==> src/design/cgm_pkg.sv <==
// shared types and constants for the colour gradient map
`default_nettype none
package cgm_pkg;

  localparam int DEF_MAX_STOPS  = 4;
  localparam int DEF_VALUE_BITS = 16;

  localparam int STOP_REGS  = 4;
  localparam int CHANNELS   = 4;
  localparam int CH_W       = 8;
  localparam int POS_W      = 16;
  localparam int COLOR_W    = CHANNELS * CH_W;
  localparam int NUM_W      = CH_W + POS_W;
  localparam int DIV_STEPS  = CH_W;
  localparam int CNT_W      = 3;
  localparam int CFG_IDX_W  = 3;
  localparam int CFG_DATA_W = POS_W + COLOR_W;
  localparam int OUT_W      = COLOR_W;

  localparam logic [CNT_W-1:0] CNT_RESET = 3'd2;

  // configuration register indexes
  localparam logic [CFG_IDX_W-1:0] REG_STOP_COUNT   = 3'd0;
  localparam logic [CFG_IDX_W-1:0] REG_STOP_ENTRY_0 = 3'd1;

  typedef struct packed {
    logic [POS_W-1:0]   pos;
    logic [COLOR_W-1:0] color;
  } stop_t;

  // interpolation request: lo/hi colours, span d, offset n, and d - n
  typedef struct packed {
    logic [COLOR_W-1:0] lo_color;
    logic [COLOR_W-1:0] hi_color;
    logic [POS_W-1:0]   d;
    logic [POS_W-1:0]   n;
    logic [POS_W-1:0]   dmn;
  } blend_req_t;

  // per-channel numerators sharing one divisor
  typedef struct packed {
    logic [CHANNELS-1:0][NUM_W-1:0] num;
    logic [POS_W-1:0]               d;
  } div_req_t;

  function automatic stop_t stop_reset(input int k);
    stop_t s;
    s = '0;
    case (k)
      0: s = '{pos: 16'h0000, color: 32'h0000_00FF};
      1: s = '{pos: 16'h7FFF, color: 32'hFFFF_FFFF};
      default: s = '0;
    endcase
    return s;
  endfunction

  function automatic logic [CH_W-1:0] chan_of(input logic [COLOR_W-1:0] color, input int c);
    return color[COLOR_W-1-CH_W*c -: CH_W];
  endfunction

endpackage
`default_nettype wire

==> src/design/cgm_blend.sv <==
// weighted sums of the two stop colours, two pipeline stages
`default_nettype none
module cgm_blend (
  input  wire logic          clk,
  input  wire logic          rst_n,
  input  wire logic          adv_i,
  input  wire logic          vld_i,
  input  cgm_pkg::blend_req_t req_i,
  output logic               vld_o,
  output cgm_pkg::div_req_t  req_o
);

  localparam int NW = cgm_pkg::NUM_W;

  logic [NW-1:0]              prod_lo_nxt [cgm_pkg::CHANNELS];
  logic [NW-1:0]              prod_hi_nxt [cgm_pkg::CHANNELS];
  logic [NW-1:0]              prod_lo_r   [cgm_pkg::CHANNELS];
  logic [NW-1:0]              prod_hi_r   [cgm_pkg::CHANNELS];
  logic [cgm_pkg::POS_W-1:0]  d_a_r;
  logic                       vld_a_r;

  cgm_pkg::div_req_t          req_nxt;
  cgm_pkg::div_req_t          req_r;
  logic                       vld_r;

  always_comb begin
    for (int c = 0; c < cgm_pkg::CHANNELS; c++) begin
      prod_lo_nxt[c] = NW'(cgm_pkg::chan_of(req_i.lo_color, c)) * NW'(req_i.dmn);
      prod_hi_nxt[c] = NW'(cgm_pkg::chan_of(req_i.hi_color, c)) * NW'(req_i.n);
    end
  end

  always_ff @(posedge clk) begin
    if (!rst_n) begin
      vld_a_r <= 1'b0;
      vld_r   <= 1'b0;
    end else if (adv_i) begin
      vld_a_r <= vld_i;
      vld_r   <= vld_a_r;
    end
  end

  // rounding term d/2 joins the two products
  always_comb begin
    req_nxt.d = d_a_r;
    for (int c = 0; c < cgm_pkg::CHANNELS; c++) begin
      req_nxt.num[c] = prod_lo_r[c] + prod_hi_r[c] + NW'(d_a_r >> 1);
    end
  end

  always_ff @(posedge clk) begin
    if (adv_i) begin
      prod_lo_r <= prod_lo_nxt;
      prod_hi_r <= prod_hi_nxt;
      d_a_r     <= req_i.d;
      req_r     <= req_nxt;
    end
  end

  assign vld_o = vld_r;
  assign req_o = req_r;

endmodule
`default_nettype wire

==> config.mk <==
export PLATFORM = sky130hd
export DESIGN_NAME = cgm_blend
export DESIGN_NICKNAME = d
export VERILOG_FILES = /design/src/design/cgm_pkg.sv /design/src/design/cgm_blend.sv
export SDC_FILE = /design/constraint.sdc
export NUM_CORES = 2
export LEC_CHECK = 0
export CAP_MARGIN = 5
export CORE_MARGIN = 2
export CORE_UTILIZATION = 58
export CTS_CLUSTER_DIAMETER = 30
export DETAILED_ROUTE_END_ITERATION = 12
export DONT_BUFFER_PORTS = 1
export GPL_TIMING_DRIVEN = 0
export PLACE_DENSITY = 0.74
export RECOVER_POWER = 50
export SETUP_SLACK_MARGIN = 0.1
export SLEW_MARGIN = 10
export SYNTH_ARGS = -nofsm -noshare
export SYNTH_HDL_FRONTEND = slang
export SYNTH_SLANG_ARGS = --single-unit
export TNS_END_PERCENT = 100
==> constraint.sdc <==
create_clock -name clk -period 5.7 [get_ports clk]
set_input_delay 0.855 -clock clk [delete_from_list [all_inputs] [get_ports clk]]
set_output_delay 0.855 -clock clk [all_outputs]
set_load 0.1 [all_outputs]
* Word-level counts from Yosys, hierarchy flattened *
Cells that the tools add are included.

storage, ports and cells
  input bits = 116
  bits in writable memories = 0
  latch bits = 0
  output and inout port bits = 113
  register bits = 322
  memory bits (read-only) = 0
  logic and storage cells = 32
  memories = 0

operators by class
  bitwise gates (word level) = 0
  multiply operators = 8
  reductions and logical operators = 0
  add/sub/neg operators = 8
  eq/ne operators = 0
  order comparisons = 0
  muxes and demuxes = 0
  div/mod/pow operators = 0
  shift operators = 0

operators with widths
  cell              count
  $mul A8 B16 Y24   8
  $add A24 B15 Y24  4
  $add A24 B24 Y24  4

* Longest topological paths before layout *
  depth after elaboration = 2
  depth in mapped cells = 20
  gate-level depth less buffers = 18

* Least setup slack after synthesis *
OpenSTA, ideal clock, no wires.

  path kind = input-to-reg
  from = in req_i[4] (netlist name)
  to = reg prod_lo_r[46] (netlist name) (data pin)
  setup time = 0.255 ns
  arrival = 5.177 ns
  slack = 0.268 ns
  stages on the path = 18
  buffers on the path = 1
  data required time = 5.445 ns
  cell sequence = clkbuf_1 -> nand2_1 -> fa_1 -> fa_1 -> inv_1 -> fa_1 -> inv_1 -> fa_1 -> inv_1 -> ha_1 -> or3_1 -> o22a_1 -> nand3_2 -> o211ai_2 -> a311o_1 -> o31ai_4 -> o221ai_1 -> a31o_1

RTL lines
  item                  RTL line         RTL
  start, declared       cgm_blend.sv:8   input cgm_pkg::blend_req_t req_i,
  end signal, assigned  cgm_blend.sv:53  prod_lo_r <= prod_lo_nxt;
  end, declared         cgm_blend.sv:17  logic [NW-1:0] prod_lo_r [cgm_pkg::CHANNELS];

==> flow_summary_export.csv <==
group,metric,value,unit
status,status,"complete, no violations",
sta,fin_worst_skew,0.0331,ns
worst_setup_path,cpPeakStageDelay,0.57,ns
worst_setup_path,worstReg2RegStart,"d_a_r[2]",
worst_setup_path,critPathMaxFanout,10,
final_layout,n_fill_cell,6634,
global_routing,track_usage,31.1,%
sta,setup_viol,0,
power,ir_drop,0.000729,V
flow_run,drv_cap,0,
final_layout,syn_to_final_growth,7.88,%
final_layout,final_nets,6146,
synth,syn_nets,6074,
worst_setup_path,cp_slowest_cell,"clkbuf_1",
synth,ys_seq_elements,322,
global_routing,grt_max_degree,323,
drt,vias_per_cell,5.73,
min_path,holdPathStages,0,
final_layout,mostFrequentLayoutCells,"845 x and2_1, 824 x inv_1, 736 x fa_1",
synth,yosys.area.top_type_share,30.8,%
global_routing,grt_pass1_vias,35200,
sta,max-slew-margin-rel,9.62,%
clock_network,h-tree-depth,3,
worst_setup_path,crit_path_start,"req_i[16]",
synth,synth_ff_type,"edfxtp_1",
power,power_density,627,nW/um2
sta,timing.final.crit_share,97.2,%
placed_design,dp_hpwl,102000,um
sta,tightest_slew,1.36,ns
sta,max_freq,180,MHz
global_routing,grt_overflow,0,
clock_network,clock_sinks,322,
worst_setup_path,crit_required,6.02,ns
worst_setup_path,setup.worst_path.end_class,"register",
drt,wl,129000,um
drt,postRouteAntennaNets,0,
synth,seq_area_frac_synth,20.2,%
worst_setup_path,cp.arrival,5.86,ns
power,p_leak,24.5,nW
drt,dr.pass1.iters,8,
clock_network,cts_max_path_buffers,3,
worst_setup_path,rr_worst_depth,12,
synth,synth-edff-count,320,
min_path,min_from,"req_i[44]",
clock_network,cts_buffers,70,
synth,synthArstFlopShare,0,%
floorplanning,die-area,84700,um2
sta,finalHoldViolations,0,
final_layout,final_common_cell,"and2_1",
clock_network,tritoncts,"yes",
clock_network,hold_buffers,0,
floorplanning,core,81800,um2
sta,drv_slew,0,
clock_network,cts_root_buffer,"clkbuf_16",
placed_design,place_congestion,0.988,
placed_design,place_ws,-0.560,ns
synth,synth.avg_cell_area,10.1,um2
synth,synth_area_leaders,"fa_1 31%, edfxtp_1 20%, ha_1 12%, and2_1 11%, inv_1 6.5%",
drt,drcViolationCount,0,
clock_network,ctsResizeCount,2,
drt,routedWlPerCell,21.6,um
synth,synth_area,47800,um2
floorplanning,num_rows,105,
floorplanning,die_h,291,um
worst_setup_path,critical_path.most_common_cell,"fa_1",
floorplanning,die_x,291,um
worst_setup_path,critPathLaunchType,"input port",
global_routing,grt_pass1_wl,201000,um
global_routing,antenna_found_initial,8,
final_layout,seq_area,9650,um2
power,report.power.total,32.3,mW
clock_network,cts_setup_buffers,0,
floorplanning,start_util,58.4,%
final_layout,multi_input_area,34400,um2
sta,period_minus_slack,5.54,ns
worst_setup_path,path_cells,"clkbuf_1 > nand2_1 > fa_1 > fa_1 > inv_1 > fa_1 > inv_1 > fa_1 > inv_1 > ha_1 > o21a_1 > o31a_1 > o221a_2 > o31ai_1 > a211o_1 > o2111ai_1 > o21ai_1 > xnor2_1",
drt,drtIter0Drc,2359,
synth,yosys.area.top_type,"fa_1",
sta,timing.final.ws_setup,0.158,ns
worst_setup_path,worstSetupPathType,"in -> reg",
drt,vias,34100,
synth,ys_warn_count,0,
placed_design,portBuffers,0,
final_layout,drive_gt1_share,3.18,%
sta,rsz0062_at_grt,"no",
floorplanning,io_pins,229,
synth,synth_cell_types,78,
clock_network,clkTransAtPathRegs,0.05,ns
clock_network,clk_latency,0.60,ns
synth,synth_cells,4750,
min_path,hp-class,"in -> reg",
[sequential cells by signal, indices dropped and copies added, names as in the netlist]
name	flops
prod_lo_r	96
prod_hi_r	96
vld_o	1
vld_a_r	1
d_a_r	16
req_o	112
[through the flow]
step | TNS, ns | area (um2) | hold slack [ns] | instances | utilization, %
after floorplan | 0 | 47800 | 0.400 | 4750 | -
after global placement | -6.10 | 49100 | 0.408 | 5820 | 60.0
after detailed placement | -7.52 | 49100 | 0.432 | 5820 | 60.0
after CTS | 0 | 51500 | 0.306 | 5948 | 62.9
after global routing | 0 | 51500 | 0.321 | 5948 | 63.0
final | 0 | 51500 | 0.345 | 5951 | 63.0
[per-layer routing]
layer | up-vias | routed length [um] | track usage (%)
met4 | 0 | 6410 | 13.7
met1 | 17100 | 51400 | 41.1
met2 | 1443 | 59100 | 49.7
li1 | 15300 | - | -
met3 | 324 | 11900 | 6.78
met5 | - | 0 | 0
[critical path, delay by kind of cell]
family / cells / cell delay (ns)
fa+ha+maj: 5 / 2.27
compound gates: 7 / 1.34
buf+inv: 4 / 0.71
simple gates: 1 / 0.15
xor+xnor: 1 / 0.52
[worst paths after layout]
path                    to  slack, ns
max          prod_hi_r[93]       0.16
min reg2reg       req_o[0]       0.45
min              d_a_r[12]       0.35
max reg2reg      req_o[61]       1.74
[synth_stat cells (all sizes together), types with 5 or more instances]
master / n
and2: 859
nand2: 247
o21a: 45
edfxtp: 320
or3: 11
nand3b: 5
a21o: 114
a311oi: 5
a211o: 5
o31ai: 11
nor2: 106
xnor2: 170
o41ai: 5
o21bai: 25
ha: 472
nand4: 12
a21oi: 184
nor3: 17
nor2b: 36
o21ai: 105
o211ai: 7
clkbuf: 168
inv: 824
xor2: 56
fa: 736
and4: 5
nand3: 37
o31a: 11
a211oi: 19
nand2b: 23
a31oi: 23
and3: 20
[report_power, final]
part	total (mW)	leakage [nW]	internal, mW	switching (mW)
Combinational	20.2	20.2	8.30	11.9
Sequential	8.11	3.14	4.89	3.22
Clock	4.05	1.15	2.65	1.40
[kinds of logic after synthesis]
kind of cell	synth area share (%)
AOI/OAI and AO/OA	8.32
and+or+nand+nor	16.3
DFF	20.2
xor gates and xnor gates	4.14
adders and majority gates	43.2
muxes	0.0838
buffers and inverters	7.79
[final cells by class]
class / count / share of cell area [%]
clock inverters: 52 / 1.07
flip-flops and latches: 322 / 18.7
inverters: 824 / 6.00
well taps: 1070 / 2.60
diodes: 3 / 0.0146
multi-input cells: 3436 / 66.8
plain buffers: 168 / 1.27
clock buffers: 76 / 3.52
No activity file was read; power rests on OpenSTA's default activity.
