[src/design/cgm_pkg.sv]
// shared types and constants for the colour gradient map
`default_nettype none
package cgm_pkg;

  localparam int DEF_MAX_STOPS  = 4;
  localparam int DEF_VALUE_BITS = 16;

  localparam int STOP_REGS  = 4;
  localparam int CHANNELS   = 4;
  localparam int CH_W       = 8;
  localparam int POS_W      = 16;
  localparam int COLOR_W    = CHANNELS * CH_W;
  localparam int NUM_W      = CH_W + POS_W;
  localparam int DIV_STEPS  = CH_W;
  localparam int CNT_W      = 3;
  localparam int CFG_IDX_W  = 3;
  localparam int CFG_DATA_W = POS_W + COLOR_W;
  localparam int OUT_W      = COLOR_W;

  localparam logic [CNT_W-1:0] CNT_RESET = 3'd2;

  // configuration register indexes
  localparam logic [CFG_IDX_W-1:0] REG_STOP_COUNT   = 3'd0;
  localparam logic [CFG_IDX_W-1:0] REG_STOP_ENTRY_0 = 3'd1;

  typedef struct packed {
    logic [POS_W-1:0]   pos;
    logic [COLOR_W-1:0] color;
  } stop_t;

  // interpolation request: lo/hi colours, span d, offset n, and d - n
  typedef struct packed {
    logic [COLOR_W-1:0] lo_color;
    logic [COLOR_W-1:0] hi_color;
    logic [POS_W-1:0]   d;
    logic [POS_W-1:0]   n;
    logic [POS_W-1:0]   dmn;
  } blend_req_t;

  // per-channel numerators sharing one divisor
  typedef struct packed {
    logic [CHANNELS-1:0][NUM_W-1:0] num;
    logic [POS_W-1:0]               d;
  } div_req_t;

  function automatic stop_t stop_reset(input int k);
    stop_t s;
    s = '0;
    case (k)
      0: s = '{pos: 16'h0000, color: 32'h0000_00FF};
      1: s = '{pos: 16'h7FFF, color: 32'hFFFF_FFFF};
      default: s = '0;
    endcase
    return s;
  endfunction

  function automatic logic [CH_W-1:0] chan_of(input logic [COLOR_W-1:0] color, input int c);
    return color[COLOR_W-1-CH_W*c -: CH_W];
  endfunction

endpackage
`default_nettype wire

[src/design/cgm_div.sv]
// pipelined restoring divider, one quotient bit per stage, four channels
`default_nettype none
module cgm_div (
  input  wire logic                                    clk,
  input  wire logic                                    rst_n,
  input  wire logic                                    adv_i,
  input  wire logic                                    vld_i,
  input  cgm_pkg::div_req_t                            req_i,
  output logic                                         vld_o,
  output logic [cgm_pkg::CHANNELS-1:0][cgm_pkg::CH_W-1:0] quot_o
);

  localparam int STEPS = cgm_pkg::DIV_STEPS;
  localparam int NW    = cgm_pkg::NUM_W;
  localparam int CH    = cgm_pkg::CHANNELS;
  localparam int QW    = cgm_pkg::CH_W;

  logic [CH-1:0][NW-1:0]    rem_r [STEPS-1];
  logic [cgm_pkg::POS_W-1:0] d_r  [STEPS-1];
  logic [CH-1:0][QW-1:0]    q_r   [STEPS];
  logic                     vld_r [STEPS];

  for (genvar j = 0; j < STEPS; j++) begin : g_step
    localparam int SH = STEPS - 1 - j;

    logic [CH-1:0][NW-1:0]     rem_in;
    logic [cgm_pkg::POS_W-1:0] d_in;
    logic [CH-1:0][QW-1:0]     q_in;
    logic                      v_in;
    logic [NW-1:0]             d_sh;
    logic [CH-1:0]             ge;
    logic [CH-1:0][QW-1:0]     q_nxt;

    if (j == 0) begin : g_first
      assign rem_in = req_i.num;
      assign d_in   = req_i.d;
      assign q_in   = '0;
      assign v_in   = vld_i;
    end else begin : g_next
      assign rem_in = rem_r[j-1];
      assign d_in   = d_r[j-1];
      assign q_in   = q_r[j-1];
      assign v_in   = vld_r[j-1];
    end

    always_comb begin
      d_sh = NW'(d_in) << SH;
      for (int c = 0; c < CH; c++) begin
        ge[c]    = rem_in[c] >= d_sh;
        q_nxt[c] = {q_in[c][QW-2:0], ge[c]};
      end
    end

    always_ff @(posedge clk) begin
      if (!rst_n) begin
        vld_r[j] <= 1'b0;
      end else if (adv_i) begin
        vld_r[j] <= v_in;
      end
    end

    always_ff @(posedge clk) begin
      if (adv_i) begin
        q_r[j] <= q_nxt;
      end
    end

    if (j < STEPS - 1) begin : g_rem
      always_ff @(posedge clk) begin
        if (adv_i) begin
          d_r[j] <= d_in;
          for (int c = 0; c < CH; c++) begin
            rem_r[j][c] <= ge[c] ? rem_in[c] - d_sh : rem_in[c];
          end
        end
      end
    end
  end

  assign vld_o  = vld_r[STEPS-1];
  assign quot_o = q_r[STEPS-1];

`ifndef NO_ASSERTIONS
  // quotient must fit in one channel: numerator below 256 times the divisor
  a_quot_fits: assert property (@(posedge clk) disable iff (!rst_n)
    vld_i |-> (req_i.num[0] < {req_i.d, 8'h00}) && (req_i.num[1] < {req_i.d, 8'h00}) &&
              (req_i.num[2] < {req_i.d, 8'h00}) && (req_i.num[3] < {req_i.d, 8'h00}))
    else $error("divider numerator too large for an 8-bit quotient");
`endif

endmodule
`default_nettype wire

[config.mk]
export PLATFORM = sky130hd
export DESIGN_NAME = cgm_div
export DESIGN_NICKNAME = d
export VERILOG_FILES = /design/src/design/cgm_pkg.sv /design/src/design/cgm_div.sv
export SDC_FILE = /design/constraint.sdc
export NUM_CORES = 2
export LEC_CHECK = 0
export BUFFER_PORTS_ARGS = -buffer_cell sky130_fd_sc_hd__buf_2
export CAP_MARGIN = 10
export CORE_ASPECT_RATIO = 1.2
export CORE_UTILIZATION = 35
export DETAILED_ROUTE_END_ITERATION = 8
export HOLD_SLACK_MARGIN = 0.02
export REMOVE_ABC_BUFFERS = 1
export SYNTH_ARGS = -nofsm -noshare
export SYNTH_HDL_FRONTEND = slang
export SYNTH_SLANG_ARGS = --single-unit
[constraint.sdc]
create_clock -name clk -period 6.01 [get_ports clk]
set_input_delay 0.9015 -clock clk [delete_from_list [all_inputs] [get_ports clk]]
set_output_delay 0.9015 -clock clk [all_outputs]
set_load 0.005 [all_outputs]
Yosys cells after proc, flatten, opt, wreduce, memory -nomap -nowiden
Memory sizes are Yosys's and may differ from the RTL's.
Cells that the tools add are included.
{"block": "classes", "n_addsub": 28, "order_cmp": 32, "mux": 41, "n_bitwise": 8}
{"op": "$mux 24", "n": 28}
{"op": "$ge 24x16->1", "n": 4}
{"op": "$ge 24x17->1", "n": 4}
{"op": "$ge 24x18->1", "n": 4}
{"op": "$ge 24x19->1", "n": 4}
{"op": "$ge 24x20->1", "n": 4}
{"op": "$ge 24x21->1", "n": 4}
{"op": "$ge 24x22->1", "n": 4}
{"op": "$ge 24x23->1", "n": 4}
{"op": "$sub 24x17->24", "n": 4}
{"op": "$sub 24x18->24", "n": 4}
{"op": "$sub 24x19->24", "n": 4}
{"op": "$sub 24x20->24", "n": 4}
{"op": "$sub 24x21->24", "n": 4}
{"op": "$sub 24x22->24", "n": 4}
{"op": "$sub 24x23->24", "n": 4}
{"op": "$mux 1", "n": 13}
{"op": "$or 1x1->1", "n": 8}
{"block": "totals", "reg_bits": 0, "ram_bits": 1048, "inputBits": 116, "output_inout_bits": 33, "word_cells": 113, "mem_count": 4}
{"name": "rem_r", "words": 7, "width": 96, "rd": 7, "rd_clocked_by_memory_dff": 0, "wr": 7, "line": "cgm_div.sv:18", "source": "logic [CH-1:0][NW-1:0] rem_r [STEPS-1];"}
{"name": "q_r", "words": 8, "width": 32, "rd": 8, "rd_clocked_by_memory_dff": 0, "wr": 8, "line": "cgm_div.sv:20", "source": "logic [CH-1:0][QW-1:0] q_r [STEPS];"}
{"name": "d_r", "words": 7, "width": 16, "rd": 7, "rd_clocked_by_memory_dff": 0, "wr": 7, "line": "cgm_div.sv:19", "source": "logic [cgm_pkg::POS_W-1:0] d_r [STEPS-1];"}
{"name": "vld_r", "words": 8, "width": 1, "rd": 8, "rd_clocked_by_memory_dff": 0, "wr": 8, "line": "cgm_div.sv:21", "source": "logic vld_r [STEPS];"}

Depth between registers and ports, before layout
{"block": "depth", "depth_word": 4, "ltp_mapped": 14, "mapped_depth_nobuf": 13}

Worst setup path after synthesis
Ideal clock, no wire load.
{"block": "synth_timing", "path_type": "input port to flip-flop", "from": "in req_i[2] in the netlist's numbering", "to": "mem rem_r[0][64] in the netlist's numbering (data pin)", "setup_ns": 0.260, "arrival_ns": 3.522, "t_required_ns": 5.750, "path_slack_ns": 2.228, "cell_stages": 11, "n_path_buf": 1, "path_cell_list": "inv_1 ha_1 a21oi_1 o21ai_1 a22oi_2 a311oi_1 or4_1 a31o_2 a211oi_4 buf_6 mux2_2"}
{"element": "start, declared", "line": "cgm_div.sv:8", "source": "input cgm_pkg::div_req_t req_i,"}
{"element": "end, declared", "line": "cgm_div.sv:18"}

==> impl_metrics.csv <==
group,metric,value,unit
layout,area_growth_syn_to_layout,12.0,%
place,dpl-instance-area,61800,um2
layout,multi_input_comb_area,28800,um2
routing,vias,41400,
sta,rsz0062_at_grt,"false",
hold_path,hold_path_depth,1,
routing,post_detailed_route_count_of_antenna_violating_nets,0,
hold_path,worst_hold_path_type,"input port to flip-flop",
synth,postSynthCellCount,5393,
place,dp.final_hpwl,123000,um
global_route,global_route.usage.total,18.1,%
floorplanning,rows,163,
global_route,grt_remaining_overflow,0,
synth,synth_top_area_share,48.1,%
floorplanning,core-area,165000,um2
clock_network,cts.hold.buffers_added,0,
clock_network,cts-root-buf,"clkbuf_16",
hold_path,hold_path.startpoint,"req_i[10]",
synth,number_of_enable_type_register_cells_in_the_synthesized_netlist,935,
sta,worst-slew-pin-transition,1.08,ns
layout,layout.core_utilization,39.6,%
place,gpl.final_weighted_congestion,0.941,
floorplanning,start_util,35.4,%
sta,post-route-period-util,68.0,%
synth,synthDominantAreaCellType,"edfxtp_1",
clock_network,postCtsSetupRepairBufs,0,
layout,area.sequential,28100,um2
worst_setup_path,worst-endpoint-arrival,4.56,ns
layout,final_area,65300,um2
worst_setup_path,reg2reg_slack,1.92,ns
sta,report.final.slew_viol_count,0,
layout,num-fill-cells,15800,
synth,yosys_warnings,0,
global_route,grt_pass1_vias,41100,
global_route,grt_antenna_before_repair,3,
worst_setup_path,worstPathRequired,6.48,ns
synth,syn-mean-instance-area,10.8,um2
power,cellLeakagePower,25.1,nW
place,post-place-cells,7612,
layout,antennaDiodeCount,0,
routing,drtPass1Iterations,5,
clock_network,clock_path_buffers,3,
layout,num-nets-final,6228,
synth,mappedNetlistArea,58400,um2
worst_setup_path,critical_path_startpoint_category,"flip-flop",
routing,route.final.wire_length,155000,um
power,cell_internal_pwr,18.6,mW
floorplanning,die_height,449,um
worst_setup_path,worst-setup-path-type,"flip-flop to flip-flop",
floorplanning,die_x,375,um
layout,drive_gt1_share,9.19,%
power,power_frac_comb,39.6,%
sta,fin_tns_setup,0,ns
clock_network,numClockSinks,936,
floorplanning,die_area,168000,um2
worst_setup_path,startpoint_of_the_most_critical_register_to_register_path,"d_r[5][1]$_DFFE_PP_",
sta,timing.fmax,245,MHz
power,power_per_cell_area,445,nW/um2
synth,postSynthRegisterBits,936,
routing,remaining_drc_errors,0,
layout,fin_cells,7805,
sta,finalHoldWorstSlack,0.354,ns
clock_network,clkSlewWorstSetupHoldPaths,0.07,ns
sta,setup_violations,0,
global_route,grt_pass1_wl,237000,um
sta,final-hold-violation-count,0,
clock_network,postcts_resize_cnt,0,
clock_network,clock_tree.htree_level_count,3,
place,placement.io_buffers,148,
synth,seq_area_frac_synth,48.2,%
sta,worst_slew_margin_rel,28.3,%
worst_setup_path,worstRegToRegCells,9,
synth,synth-async-reset-ratio,0,%
power,ir_drop,225,uV
power,power_switching,10.5,mW
routing,detail_route.vias_per_cell,5.30,
routing,dr.first_iter.drc_count,2903,
power,share_seq_of_total_power,37.7,%
routing,detail_route.wl_per_cell,19.9,um
flow_run,drv_cap,0,
global_route,maximum_number_of_pins_on_one_net_before_global_route_repair,163,
sta,timing.clock.skew,0.0307,ns
worst_setup_path,end_kind,"flip-flop",
worst_setup_path,crit_fanout,17,
synth,synth.lib_cells_used.distinct,85,
outcome,outcome,"complete, no violations",
worst_setup_path,crit-reg2reg-capture,"rem_r[3][84]$_DFFE_PP_",
hold_path,holdPathEnd,"d_r[0][10]$_DFFE_PP_",
floorplanning,design.portCount,149,
power,p_sw_share,36.0,%
clock_network,insertion_delay,0.74,ns
sta,final.min_clock_period,4.09,ns
synth,synth.area.top_cells,"edfxtp_1 48%, ha_1 11%, o21ai_0 3.6%",
clock_network,cts_tree,"built",
clock_network,cts_made_buffers,103,
power,pwr-share-clk,22.7,%
synth,dominantRegCellSynth,"edfxtp_1",
## metrics by stage
step / power (mW) / setup slack (ns)
after global placement: 22.2 / 1.32
final: 29.0 / 1.92
after CTS: 29.2 / 1.89
after global routing: 31.0 / 1.59
after detailed placement: 22.4 / 1.28
after floorplan: 19.2 / 0.735
## worst max-delay path by stage
| stage | start | endpoint | slack, ns | cells past startpoint |
|---|---|---|---|---|
| detailed placement | req_i[1] | rem_r[0][12]$_DFFE_PP_ | 1.28 | 11 |
| floorplan | rem_r[2][26]$_DFFE_PP_ | rem_r[2][123]$_DFFE_PP_ | 0.74 | 11 |
| global route | d_r[5][1]$_DFFE_PP_ | rem_r[3][84]$_DFFE_PP_ | 1.59 | 9 |
| finish | d_r[5][1]$_DFFE_PP_ | rem_r[3][84]$_DFFE_PP_ | 1.92 | 9 |
| CTS | d_r[5][1]$_DFFE_PP_ | rem_r[3][84]$_DFFE_PP_ | 1.89 | 9 |
| global placement | req_i[1] | rem_r[0][21]$_DFFE_PP_ | 1.32 | 11 |
## state kept, by name, indices dropped and copies added, names as in the netlist
| signal | flops |
|---|---|
| d_r | 112 |
| rem_r | 672 |
| vld_r | 8 |
| q_r | 144 |
## cell families after synthesis
kind of cell    synth area share [%]
simple gates                    12.0
mux                             2.65
fa+ha+maj                       11.9
flops                           48.2
compound gates                  16.0
xor+xnor                        6.47
buf+inv                         2.71
## layer usage
layer  vias to the layer above  GRT usage, %  part of all wire, %
met5                         -             0                0.012
met4                         4          9.52                  5.4
met3                       295          1.91                  3.7
met2                       968          31.5                   48
met1                     19500          21.9                   42
li1                      20700             -                    -
## critical path, stage by stage (launching register included)
cell and delay (ns):
edfxtp_1 0.39, inv_1 0.38, ha_1 0.34, a21oi_1 0.16, o21bai_1 0.14, a21oi_1 0.38
o221ai_1 0.39, o21ai_1 0.45, and2_1 0.77, mux2_2 0.42
## cells in the mapped netlist (18+ instances only)
cell       instances
a2111oi_0         22
a211oi_1          37
a21boi_0          18
a21o_1           177
a21oi_1          375
a31oi_1           46
and3_1            39
clkbuf_1          93
edfxtp_1         935
fa_1              28
ha_1             512
inv_1            307
mux2_2           118
mux2i_1           22
nand2_1          436
nand2b_1          66
nand3_1          101
nand4_1           57
nor2_1           346
nor2b_1           65
nor3_1           148
nor4_1            42
o211ai_1          34
o21a_1            62
o21ai_0          419
o21bai_1          44
o31a_1            20
o31ai_1           52
or2_2             18
or3_1             47
or4_1             19
xnor2_1          224
xor2_1           207
## cell usage in the layout, fill, tap and decap left out, types with 20 or more instances in the layout
master / count
nand2b_1: 66
nand4_1: 57
edfxtp_1: 935
o21bai_1: 44
buf_4: 26
xnor2_1: 224
o31ai_1: 52
o21ai_0: 419
nor2_1: 345
a211oi_1: 37
nor3_1: 145
buf_2: 147
xor2_1: 207
nand3_1: 101
clkinv_2: 22
nor4_1: 42
inv_1: 307
o31a_1: 20
o211ai_1: 34
clkbuf_16: 104
a21oi_1: 375
clkinv_1: 24
o21a_1: 62
a21o_1: 177
a31oi_1: 45
ha_1: 512
nand2_1: 436
mux2_2: 118
nor2b_1: 65
mux2i_1: 22
and3_1: 39
fa_1: 28
or3_1: 47
a2111oi_0: 22
## final cells by class
cell class              instances  share of cell area [%]
inverters                     310                    1.78
flip-flops and latches        936                    43.0
clock inverters                77                    1.39
repair buffers                180                    1.63
well taps                    2145                    4.11
multi-input cells            4041                    44.0
clock buffers                 116                    4.05
## power by group through the flow
stage          registers, mW  logic (mW)  clock network [mW]
3_3_place_gp            11.0        11.2                   0
3_5_place_dp            11.1        11.4                   0
4_1_cts                 10.9        11.4                6.79
6_report                11.0        11.5                6.60
5_1_grt                 11.1        12.8                7.01
2_1_floorplan           10.5        8.76                   0
Power figures use the tool's default switching activity.
