===== src/design/cgm_pkg.sv =====
// shared types and constants for the colour gradient map
`default_nettype none
package cgm_pkg;

  localparam int DEF_MAX_STOPS  = 4;
  localparam int DEF_VALUE_BITS = 16;

  localparam int STOP_REGS  = 4;
  localparam int CHANNELS   = 4;
  localparam int CH_W       = 8;
  localparam int POS_W      = 16;
  localparam int COLOR_W    = CHANNELS * CH_W;
  localparam int NUM_W      = CH_W + POS_W;
  localparam int DIV_STEPS  = CH_W;
  localparam int CNT_W      = 3;
  localparam int CFG_IDX_W  = 3;
  localparam int CFG_DATA_W = POS_W + COLOR_W;
  localparam int OUT_W      = COLOR_W;

  localparam logic [CNT_W-1:0] CNT_RESET = 3'd2;

  // configuration register indexes
  localparam logic [CFG_IDX_W-1:0] REG_STOP_COUNT   = 3'd0;
  localparam logic [CFG_IDX_W-1:0] REG_STOP_ENTRY_0 = 3'd1;

  typedef struct packed {
    logic [POS_W-1:0]   pos;
    logic [COLOR_W-1:0] color;
  } stop_t;

  // interpolation request: lo/hi colours, span d, offset n, and d - n
  typedef struct packed {
    logic [COLOR_W-1:0] lo_color;
    logic [COLOR_W-1:0] hi_color;
    logic [POS_W-1:0]   d;
    logic [POS_W-1:0]   n;
    logic [POS_W-1:0]   dmn;
  } blend_req_t;

  // per-channel numerators sharing one divisor
  typedef struct packed {
    logic [CHANNELS-1:0][NUM_W-1:0] num;
    logic [POS_W-1:0]               d;
  } div_req_t;

  function automatic stop_t stop_reset(input int k);
    stop_t s;
    s = '0;
    case (k)
      0: s = '{pos: 16'h0000, color: 32'h0000_00FF};
      1: s = '{pos: 16'h7FFF, color: 32'hFFFF_FFFF};
      default: s = '0;
    endcase
    return s;
  endfunction

  function automatic logic [CH_W-1:0] chan_of(input logic [COLOR_W-1:0] color, input int c);
    return color[COLOR_W-1-CH_W*c -: CH_W];
  endfunction

endpackage
`default_nettype wire


===== src/design/cgm_cfg_regs.sv =====
// configuration registers: stop count and stop entries
`default_nettype none
module cgm_cfg_regs #(
  parameter int MAX_STOPS = cgm_pkg::DEF_MAX_STOPS,
  localparam int SLOTS = (MAX_STOPS < cgm_pkg::STOP_REGS) ? MAX_STOPS : cgm_pkg::STOP_REGS
) (
  input  wire logic                             clk,
  input  wire logic                             rst_n,
  input  wire logic                             cfg_we,
  input  wire logic [cgm_pkg::CFG_IDX_W-1:0]    cfg_index,
  input  wire logic [cgm_pkg::CFG_DATA_W-1:0]   cfg_data,
  output cgm_pkg::stop_t                        stops_o [SLOTS],
  output logic [cgm_pkg::CNT_W-1:0]             count_o
);

  cgm_pkg::stop_t                stop_r [SLOTS];
  logic [cgm_pkg::CNT_W-1:0]     count_r;

  // zero means one stop, anything past the slots means all slots
  function automatic logic [cgm_pkg::CNT_W-1:0] clamp_count(
    input logic [cgm_pkg::CNT_W-1:0] raw
  );
    logic [cgm_pkg::CNT_W-1:0] res;
    res = raw;
    if (raw == '0) begin
      res = cgm_pkg::CNT_W'(1);
    end else if (raw > cgm_pkg::CNT_W'(SLOTS)) begin
      res = cgm_pkg::CNT_W'(SLOTS);
    end
    return res;
  endfunction

  always_ff @(posedge clk) begin
    if (!rst_n) begin
      count_r <= clamp_count(cgm_pkg::CNT_RESET);
      for (int k = 0; k < SLOTS; k++) begin
        stop_r[k] <= cgm_pkg::stop_reset(k);
      end
    end else if (cfg_we) begin
      if (cfg_index == cgm_pkg::REG_STOP_COUNT) begin
        count_r <= clamp_count(cfg_data[cgm_pkg::CNT_W-1:0]);
      end
      for (int k = 0; k < SLOTS; k++) begin
        if (cfg_index == cgm_pkg::CFG_IDX_W'(cgm_pkg::REG_STOP_ENTRY_0 + k)) begin
          stop_r[k] <= cgm_pkg::stop_t'(cfg_data);
        end
      end
    end
  end

  assign stops_o = stop_r;
  assign count_o = count_r;

endmodule
`default_nettype wire


===== config.mk =====
export PLATFORM = sky130hd
export DESIGN_NAME = cgm_cfg_regs
export DESIGN_NICKNAME = d
export VERILOG_FILES = /design/src/design/cgm_pkg.sv /design/src/design/cgm_cfg_regs.sv
export SDC_FILE = /design/constraint.sdc
export NUM_CORES = 1
export LEC_CHECK = 0
export ABC_AREA = 1
export BUFFER_PORTS_ARGS = -buffer_cell sky130_fd_sc_hd__buf_2
export CORE_MARGIN = 2
export CORE_UTILIZATION = 40
export CTS_CLUSTER_DIAMETER = 80
export DETAILED_ROUTE_END_ITERATION = 8
export GPL_ROUTABILITY_DRIVEN = 0
export PLACE_DENSITY = 0.7
export SKIP_LAST_GASP = 1
export SLEW_MARGIN = 20
export SYNTH_ARGS = -nofsm -noshare
export SYNTH_HDL_FRONTEND = slang
export SYNTH_SLANG_ARGS = --single-unit

===== constraint.sdc =====
create_clock -name clk -period 1.2 [get_ports clk]
set_clock_uncertainty 0.2 [all_clocks]
set_input_delay 0.18 -clock clk [delete_from_list [all_inputs] [get_ports clk]]
set_output_delay 0.18 -clock clk [all_outputs]
set_load 0.02 [all_outputs]

# Yosys cells after proc, flatten, opt, wreduce, memory -nomap -nowiden
# Cells that the tools add are included.
[word_totals] input_bits=54 ff_bits=195 output_inout_bits=195 wordCells=23
[op_classes] order_cmp=1 eq_ne=4 n_mux=2 reduce_logical=7
[op_table] cell="AND reduction 2 bit" count=5
[op_table] cell="== test 3 x 2 -> 1 bit (second input constant)" count=2
[op_table] cell="logical NOT 3 bit" count=2
[op_table] cell="2-to-1 mux 3 bit" count=2
[op_table] cell="== test 3 x 1 -> 1 bit (second input constant)" count=1
[op_table] cell="== test 3 bit (second input constant)" count=1
[op_table] cell="> comparator 3 bit (second input constant)" count=1

# Logic depth before layout (Yosys ltp)
# Gate-level depths: netlist of run 1.
[logic_depth] depth_word=3 mapped_depth=7 mapped_depth_nobuf=6

# Worst setup path before layout of run 1
# Ideal clock, no wire load.
[synth_path] path_type="input-to-reg" start="input rst_n" end="register count_r (netlist bit count_o[1])" arrival_ns=0.898 path_slack_ns=-0.031 cell_stages=4 n_path_buf=3 setup_ns=0.134 required_ns=0.866 path_cell_list="clkbuf_1 > buf_2 > clkbuf_1 > nand3_1"
[synth_lines] item="start: declaration" line="cgm_cfg_regs.sv:8" rtl="input wire logic rst_n,"
[synth_lines] item="end signal: assignment" line="cgm_cfg_regs.sv:35" rtl="count_r <= clamp_count(cgm_pkg::CNT_RESET);"
[synth_lines] item="end signal: assignment" line="cgm_cfg_regs.sv:41" rtl="count_r <= clamp_count(cfg_data[cgm_pkg::CNT_W-1:0]);"
[synth_lines] item="end: declaration" line="cgm_cfg_regs.sv:17" rtl="logic [cgm_pkg::CNT_W-1:0] count_r;"
# No word-level cell between the ends.

# Final worst setup path of run 1
[layout_path] start="register stop_r (netlist bit stops_o[179])" end="output stops_o[179] (netlist name)"
[layout_lines] item="start: declaration" line="cgm_cfg_regs.sv:16" rtl="cgm_pkg::stop_t stop_r [SLOTS];"
[layout_lines] item="start signal: indexed assignment" line="cgm_cfg_regs.sv:37" rtl="stop_r[k] <= cgm_pkg::stop_reset(k);"
[layout_lines] item="start signal: indexed assignment" line="cgm_cfg_regs.sv:45" rtl="stop_r[k] <= cgm_pkg::stop_t'(cfg_data);"
[layout_lines] item="end: declaration" line="cgm_cfg_regs.sv:12" rtl="output cgm_pkg::stop_t stops_o [SLOTS],"
# No word-level cell between the ends.

==> results.tsv, run 1 <==
metric	value	unit
outcome	complete, but fails checks	
violations	hold timing, setup timing	
die_h	140	µm
drt-initial-drc-count	348	
hpwl	15600	µm
syn_area	0.00744	mm²
dr.pass1.iters	5	
fin_crit	1290	ps
synthTopCellsByCount	nand2_1, nor2_1, dfxtp_1	
cts_tree	yes	
p_int	10.7	mW
grt.total_usage	0.248	
end_kind	output port	
via_per_inst	4.84	
die_area	0.0197	mm²
wire_per_inst	15.4	µm
cp_max_fo	2	
synth_simple_gate_area_frac	0.399	
slowest_delay	360	ps
initial_core_util	0.412	
drv_cap	0	
seq_power_share	0.476	
critPathArrivalTime	910	ps
grt_pass1_wl	38900	µm
numClockSinks	195	
totalWireLength	24600	µm
min_period_over_period	1.07	
clk_pin_slew_worst_paths	70	ps
route.vias.total	7749	
root_buffer	clkbuf_16	
pin_count	249	
cts_buffers	17	
synthMuxAreaShare	0	
critPathSlowestCell	dfxtp_2	
clkPwrFrac	0.379	
htree_levels	4	
ys_top_cells_by_area	dfxtp_1, nand2_1, nor2_1	
synth_compound_area_frac	0.00134	
ys_ff_latch	195	
setup_tns	-11700	ps
max_slew_margin	0.819	
total_power	14.5	mW
synth.most_common_cell	nand2_1	
synth_top_area_cell	dfxtp_1	
p_per_area	1230	mW/mm²
grt_max_degree	37	
clock_latency	420	ps
p_switching	3.84	mW
drc	0	
ir_drop	0.000964	V
postRouteAntennaNets	0	
antenna_found_initial	1	
max_freq	778	MHz
synth_top_family_by_area	simple AND/OR/NAND/NOR gates	
setup_viol	195	
ys.warnings.count	0	
async_reset_ff_frac	0	
critical_path_buf_inv_count	1	
overflow	0	
p_leak	5.57	nW
worst_slack	-85.3	ps
port_buffers	248	
hold_path_class	input port to register	
final_max_slew_viol_count	0	
yosysTopAreaCellShare	0.524	
synth_xor_area_frac	0	
ys.flop_type	dfxtp_1	
coreArea	0.0181	mm²
start_kind	register	
cp.required	820	ps
swShare	0.264	
post-route-cell-area	0.0118	mm²
synthesis.instances	1062	
synth-edff-count	0	
combPwrFrac	0.146	
syn_avg_cell_area	7.01	µm²
rsz0062_at_grt	true	
drive_above_1_share	0.390	
layout.nets	1412	
synthAdderAreaFrac	0	
crit_family	flip-flops	
diodes	0	
fp.dieW	140	µm
grt_pass1_vias	7614	
place_area	0.00921	mm²
yosysUniqueCellTypes	15	
path_cells	buf_6	
rows	49	
critical_path_class	register to output port	
area_growth_syn_to_layout	58.7	%
clockBufferDepth	2	
hold_slack	-136	ps
hold_viol_final	11	
syn-num-nets	1116	
worst_pin_slew	272	ps
ys_seq_area_frac	0.524	
postCtsHoldBufs	48	
==> cell families after synthesis <==
family                 Yosys count
AOI/OAI and AO/OA                2
and+or+nand+nor                739
DFF                            195
buffers and inverters          126
==> per-stage QoR <==
stage	worst slack, ps	utilization	std cells
2_1_floorplan	-28.3	-	1062
3_5_place_dp	-235	0.509	1507
6_report	-85.3	0.653	1600
3_3_place_gp	-219	0.509	1507
4_1_cts	-104	0.650	1591
5_1_grt	-120	0.653	1600
==> metal layers <==
metal / track usage / part of all wire / vias up
met5: 0 / 0.00053 / -
met4: 0.0691 / 0.016 / 2
met3: 0.0790 / 0.084 / 34
met2: 0.439 / 0.50 / 305
met1: 0.287 / 0.40 / 3572
li1: - / - / 3836
==> layout by cell type (no fill, tap or decap), drive strengths merged <==
master	n
clkbuf	21
nand4	1
buf	300
a21oi	2
bufinv	1
clkinv	5
inv	57
nor2	285
clkinvlp	3
nand3	146
dfxtp	195
dlygate4sd3	48
nand2	307
==> power by group through the flow <==
stage	logic [mW]	registers [mW]	clock network, mW
after floorplan	0.712	7.24	0
after global placement	1.67	6.95	0
after detailed placement	1.69	6.96	0
after CTS	2.08	6.91	5.62
after global routing	2.29	6.94	5.91
final	2.12	6.92	5.51
==> worst paths after layout <==
kind                                endpoint  cells after the start  slack [ps]         start
worst max-delay path            stops_o[179]                      1         -90  stops_o[179]
worst max register to register    stops_o[2]                      3         240    stops_o[2]
worst min-delay path            stops_o[130]                      2        -140         rst_n
worst min register to register  stops_o[120]                      2         280  stops_o[120]
==> worst reg2reg max path, cell delays in order, from the launching register on <==
cell and delay (ps):
dfxtp_2 330, buf_4 130, nor2_1 130, nor2_1 60
==> final cells by class <==
class                      count  area (µm²)
inverter                      55         206
tap                          229         287
timing repair buffer         348        3590
clock inverter                11         103
multi-input combinational    741        3020
clock buffer                  21         460
fill                        1448        6270
sequential                   195        4150
==> flip-flops by register name, summed over array words and instances, names as in the netlist <==
register,cells
count_o,3
stops_o,192
==> what timing repair did <==
action / in CTS / in global routing
setup endpoints to repair: 195 / 195
resized for setup: 585 / 0
setup buffers: 4 / 9
endpoints found under the hold margin: 193 / 11
Power figures use the tool's default switching activity.
==> run 2, diff against run 1 <==
--- a/config.mk
+++ b/config.mk
@@ -12,7 +12,7 @@
 export CTS_CLUSTER_DIAMETER = 80
 export DETAILED_ROUTE_END_ITERATION = 8
 export GPL_ROUTABILITY_DRIVEN = 0
-export PLACE_DENSITY = 0.7
+export PLACE_DENSITY = 0.68
 export SKIP_LAST_GASP = 1
 export SLEW_MARGIN = 20
 export SYNTH_ARGS = -nofsm -noshare
==> constraint.sdc (replaced) <==
create_clock -name clk -period 1.24 [get_ports clk]
set_clock_uncertainty 0.2 [all_clocks]
set_input_delay 0.186 -clock clk [delete_from_list [all_inputs] [get_ports clk]]
set_output_delay 0.186 -clock clk [all_outputs]
set_load 0.02 [all_outputs]
==> results.tsv, run 2 (synthesis results as in run 1) <==
metric	value	unit	change
outcome	complete, but fails checks		
violations	setup timing		
worst_pin_slew	309	ps	+37.3 ps
wire_per_inst	15.1	µm	-1.9%
hold_path.startpoint	rst_n		
layout_common_cells	nand2_1, nor2_1, buf_6		
largest_reg_flops	192		unchanged
drive_above_1_share	0.390		about the same
rows	49		unchanged
drc	0		unchanged
p_per_area	1190	mW/mm²	-3.6%
pin_count	249		unchanged
crit_family	flip-flops		
area_growth_syn_to_layout	60.5	%	
min_period_over_period	1.05		
critical_path_class	register to output port		
place_area	0.00919	mm²	-0.24%
coreArea	0.0181	mm²	unchanged
grt_pass1_wl	38200	µm	-1.8%
route.vias.total	7818		+0.89%
cp.required	850	ps	+30 ps
fin_crit	1300	ps	
drv_cap	0		unchanged
slowest_delay	360	ps	about the same
p_leak	5.64	nW	+1.1%
post-route-cell-area	0.0119	mm²	+1.1%
die_h	140	µm	unchanged
fp.dieW	140	µm	unchanged
overflow	0		unchanged
end_kind	output port		
critPathArrivalTime	910	ps	about the same
critPathSlowestCell	dfxtp_2		
hold_viol_final	0		-11
critical_path.startpoint	stops_o[34]		
fillers	1421		-1.9%
layout.nets	1426		+0.99%
postRouteAntennaNets	0		unchanged
worst_slack	-60.3	ps	+25.1 ps
via_per_inst	4.84		about the same
hpwl	15000	µm	-3.4%
dr.pass1.iters	6		+1
root_buffer	clkbuf_16		
r2r-start	count_o[0]		
final_common_cell	nand2_1		
diodes	0		unchanged
fin_util	0.661		+0.00726
hold_slack	10.4	ps	+146 ps
grt.total_usage	0.242		-0.00541
initial_core_util	0.412		unchanged
max_slew_margin	0.794		-0.0249
drt-initial-drc-count	445		+28%
cp_max_fo	2		unchanged
start_kind	register		
grt_max_degree	61		+65%
grt_pass1_vias	7411		-2.7%
totalWireLength	24400	µm	-1.0%
numClockSinks	195		unchanged
port_buffers	248		unchanged
critical_path_buf_inv_count	1		unchanged
clk_pin_slew_worst_paths	80	ps	about the same
layout.cells.non_filler	1614		+0.88%
cts_buffers	17		unchanged
clockBufferDepth	2		unchanged
die_area	0.0197	mm²	unchanged
ir_drop	0.000956	V	-0.86%
dp.cells	1504		-0.20%
setup_viol	195		unchanged
htree_levels	4		unchanged
cts_tree	yes		
hold_path_class	input port to register		
max_freq	769	MHz	
clock_latency	420	ps	about the same
final_max_slew_viol_count	0		unchanged
antenna_found_initial	0		-1
dp_slack	-207	ps	+28.1 ps
path_cells	buf_6		
rsz0062_at_grt	true		
==> run 2: changes by cell type in the layout (fill, tap and decap cells not counted), sizes merged <==
cell / delta
clkinv: +1
clkbuf: -2
inv: +1
buf: +5
dlygate4sd3: +9
==> run 2: final cells by class <==
cell class | instances | area, µm² | share of cell area
Timing Repair Buffer | 362 | 3720 | 0.311
Clock buffer | 19 | 443 | 0.0371
Multi-Input combinational cell | 741 | 3020 | 0.253
Clock inverter | 13 | 124 | 0.0104
Tap cell | 229 | 287 | 0.0240
Sequential cell | 195 | 4150 | 0.347
Inverter | 55 | 206 | 0.0173
==> run 2: metrics by stage <==
stage | power (mW) | setup TNS (ps)
after floorplan | 7.69 | 0
after global placement | 8.32 | -20540
after detailed placement | 8.35 | -24400
after CTS | 14.2 | -9280
after global routing | 14.7 | -12190
final | 14.2 | -5890
==> run 2: worst paths after layout <==
| check | end | slack, ps | depth (start not counted) |
|---|---|---|---|
| min | stops_o[169] | 10 | 4 |
| max reg2reg | count_o[0] | 310 | 5 |
| min reg2reg | stops_o[44] | 280 | 2 |
| max | stops_o[34] | -60 | 1 |
==> run 2: where the power goes <==
group	total [mW]	internal [mW]	leakage [nW]	switching, mW
combinational	2.07	0.955	3.74	1.11
clock	5.41	2.86	0.271	2.55
sequential	6.69	6.52	1.63	0.166
==> run 2: routing by layer <==
metal / wire (µm) / vias up / share of wire / track usage
li1: - / 3863 / - / -
met1: 9950 / 3616 / 0.41 / 0.283
met5: 0 / - / 0 / 0
met2: 11800 / 296 / 0.48 / 0.421
met4: 546 / 0 / 0.022 / 0.0771
met3: 2080 / 43 / 0.085 / 0.0800
==> run 2: repair_timing <==
action / in CTS / in global routing
gates resized for setup: 585 / 0
hold endpoints to repair: 193 / 0
setup endpoints to repair: 195 / 200
setup buffers: 10 / 11
hold buffers: 58 / 0
